### config.mk
export PLATFORM = sky130hd
export DESIGN_NAME = brfifo_level
export DESIGN_NICKNAME = d
export VERILOG_FILES = /design/src/rtl/brfifo_level.sv
export SDC_FILE = /design/constraint.sdc
export NUM_CORES = 1
export LEC_CHECK = 0
export CORE_AREA = 2 2 58 60
export DETAILED_ROUTE_END_ITERATION = 12
export DIE_AREA = 0 0 60 62
export DONT_BUFFER_PORTS = 1
export MAX_ROUTING_LAYER = met4
export PLACE_DENSITY = 0.79
export SETUP_SLACK_MARGIN = 0.1
export SLEW_MARGIN = 20
export SYNTH_ARGS = -nofsm -noshare
export SYNTH_HDL_FRONTEND = slang
export SYNTH_SLANG_ARGS = --single-unit
### constraint.sdc
create_clock -name vclk -period 4
set_clock_uncertainty 0.05 [all_clocks]
set_input_delay 0.4 -clock vclk [all_inputs]
set_output_delay 0.4 -clock vclk [all_outputs]
set_load 0.005 [all_outputs]
### src/rtl/brfifo_level.sv
// Fill count and free space of the ring from head, tail and ring size.
`timescale 1ns / 1ps
module brfifo_level #(
  parameter int IW = 10,
  parameter int SW = 11
) (
  input  logic [IW-1:0] widx,
  input  logic [IW-1:0] ridx,
  input  logic [SW-1:0] size,
  output logic [IW-1:0] fill,
  output logic [IW-1:0] free
);

  logic [SW-1:0] w;
  logic [SW-1:0] r;
  logic [SW-1:0] diff;

  // head behind tail means the data wraps past the end of the ring
  always_comb begin
    w    = SW'(widx);
    r    = SW'(ridx);
    diff = (w >= r) ? (w - r) : (size - r + w);
    fill = IW'(diff);
    free = IW'(size - SW'(1) - diff);
  end

endmodule

==> flow_summary_export.csv <==
group,metric,value,unit
cts,cts_hold_buf,0,
global_route,grt_max_degree,10,
floorplan,initial_core_util,0.562,
detailed_routing,vias,1646,
detailed_routing,ant_nets,0,
min_path,min_path_type,"primary input to output pin",
logic_synthesis,yosysSeqAreaShare,0,
min_path,hold_depth,1,
cells_and_area,layout-area-overhead-vs-synth,19.0,%
logic_synthesis,syn_area,1790,µm²
logic_synthesis,synth_top_area_share,0.189,
cells_and_area,drive_gt1_frac,0.273,
detailed_routing,routed_wl,4.00,mm
sta,fin_crit_sh,0.964,
logic_synthesis,yosys.cell_types.count,48,
sta,relSlewSlack,0.726,
sta,finalCriticalPeriod,3860,ps
floorplan,core_area,3180,µm²
global_route,grt_use_total,0.206,
floorplan,die_w,60,µm
logic_synthesis,yosys-top-cells-area,"ha_1, fa_1, inv_1",
cells_and_area,filler_cell_count,269,
sta,setup_viol,0,
min_path,min-delay-start,"size[0]",
placement,dp_cells,292,
cells_and_area,diodes,0,
cells_and_area,seqCellArea,0,µm²
floorplan,io_pins,51,
logic_synthesis,syn_inst,234,
logic_synthesis,ys_warn_count,0,
setup_path,worst_ep_required_time,3550,ps
detailed_routing,dr.pass1.iters,4,
global_route,antenna_found_initial,0,
pwr,total_power,0.000840,W
cells_and_area,multi_input_area,1700,µm²
logic_synthesis,synth.most_common_cell,"inv_1",
global_route,grt_pass1_wl,5.87,mm
cells_and_area,finalNonFillerCells,299,
sta,rsz0062_at_grt,"true",
detailed_routing,drt_iter0_markers,26,
logic_synthesis,synth_common_cells,"inv_1, ha_1, xnor2_1",
setup_path,cp_max_fo,3,
detailed_routing,drc_errors,0,
placement,globalplace.congestion,0.819,
floorplan,rows,21,
setup_path,cp-start-kind,"primary input",
min_path,min_to,"free[0]",
detailed_routing,vias_per_cell,5.51,
logic_synthesis,synth_nets,303,
detailed_routing,wl_per_cell,13.4,µm
cells_and_area,fin_nets,324,
setup_path,path_class,"primary input to output pin",
job,max_cap_viol_count,0,
cells_and_area,design.seq.count,0,
logic_synthesis,synth_top_area_cell,"ha_1",
cells_and_area,nClkBuffers,0,
pwr,power_density,395,nW/µm²
sta,slew_violations,0,
sta,finalHoldViolations,0,
logic_synthesis,avgSynthCellArea,7.64,µm²
status,status,"completed",
pwr,peakVddDrop,0.000272,V
setup_path,cp-end-kind,"output pin",
cells_and_area,fin_util,0.669,
sta,worst_slew_pin_slew,410,ps
global_route,grt_pass1_vias,1483,
placement,hpwlAfterDp,3.32,mm
sta,fmax,259,MHz
floorplan,dieArea,3720,µm²
pwr,p_leak,1.09,nW
floorplan,fp.dieH,62,µm
placement,portBuffers,0,
global_route,gr-total-overflow,0,
setup_path,cp.arrival,3410,ps
## power by group
| group | internal, W | switching, W | leakage (nW) | total (W) |
|---|---|---|---|---|
| logic | 0.000423 | 0.000417 | 1.09 | 0.000840 |
| clock network | 0 | 0 | 0 | 0 |
| registers | 0 | 0 | 0 | 0 |
## worst max-delay path: stages
cell and delay [ps]:
fa_1 550, inv_2 50, fa_2 360, a21o_1 170
a21oi_2 140, o21bai_1 90, a21oi_2 150, buf_4 130
xnor2_1 60, mux2_4 280, inv_1 60, ha_1 250
and3_4 190, a211oi_2 240, o21bai_2 80, xnor2_1 200
## worst max path at each step
stage | from | depth (start not counted) | slack (ps) | end
CTS | ridx[1] | 17 | 90 | free[8]
global placement | widx[1] | 17 | -20 | free[9]
global route | widx[1] | 16 | 20 | free[9]
detailed placement | widx[1] | 18 | -30 | free[8]
floorplan | widx[1] | 18 | 140 | free[8]
finish | ridx[1] | 16 | 140 | free[9]
## placed cells by master (no fill, tap or decap), drive strengths merged
| cell | count |
|---|---|
| o2111a | 1 |
| o21ai | 15 |
| o211ai | 1 |
| or3 | 2 |
| o21a | 5 |
| o22ai | 1 |
| a21o | 7 |
| a41oi | 1 |
| ha | 27 |
| nor2 | 14 |
| a211oi | 4 |
| a211o | 1 |
| o31a | 4 |
| o21bai | 3 |
| xor2 | 6 |
| nor4 | 1 |
| nand2b | 2 |
| o31ai | 4 |
| mux2i | 1 |
| nor3 | 3 |
| o311ai | 1 |
| mux2 | 5 |
| or2 | 2 |
| fa | 11 |
| a21oi | 14 |
| buf | 21 |
| nand3 | 4 |
| nand4 | 2 |
| nor2b | 4 |
| inv | 57 |
| nand2 | 10 |
| a31o | 1 |
| and3 | 1 |
| xnor2 | 16 |
| a311oi | 1 |
## what timing repair did
action | CTS | global route
buffers inserted | 4 | 3
pin swaps | 10 | 15
cloned | 0 | 0
resized for setup | 5 | 18
setup endpoints to repair | 3 | 4
## per-layer routing
layer	global-route usage	part of all wire	vias to the layer above
met4	0	0.017	0
met1	0.226	0.41	764
met2	0.430	0.53	49
met3	0.00828	0.043	4
li1	-	-	829
met5	-	0	-
## stage by stage
| stage | setup WS (ps) | setup TNS, ps | area [µm²] | hold slack [ps] |
|---|---|---|---|---|
| global route | 19.1 | 0 | 2130 | 884 |
| global placement | -17.8 | -17.8 | 1980 | 876 |
| CTS | 86.0 | 0 | 2030 | 876 |
| detailed placement | -30.6 | -53.1 | 1980 | 872 |
| floorplan | 140 | 0 | 1830 | 869 |
| finish | 143 | 0 | 2130 | 876 |
## kinds of logic (layout without fill, tap and decap cells)
group	Yosys count	after routing	synth area share
AO/OA/AOI/OAI	64	64	0.286
AND/OR/NAND/NOR	45	45	0.129
XOR/XNOR	22	22	0.108
multiplexers	6	6	0.0392
buffers and inverters	59	78	0.127
adder cells (fa/ha/maj)	38	38	0.312
## final cells by class
cell class / count / share of cell area
inverter: 57 / 0.101
multi-input combinational: 175 / 0.798
tap: 46 / 0.0270
timing repair buffer: 21 / 0.0741
No activity file was read; power rests on OpenSTA's default activity.
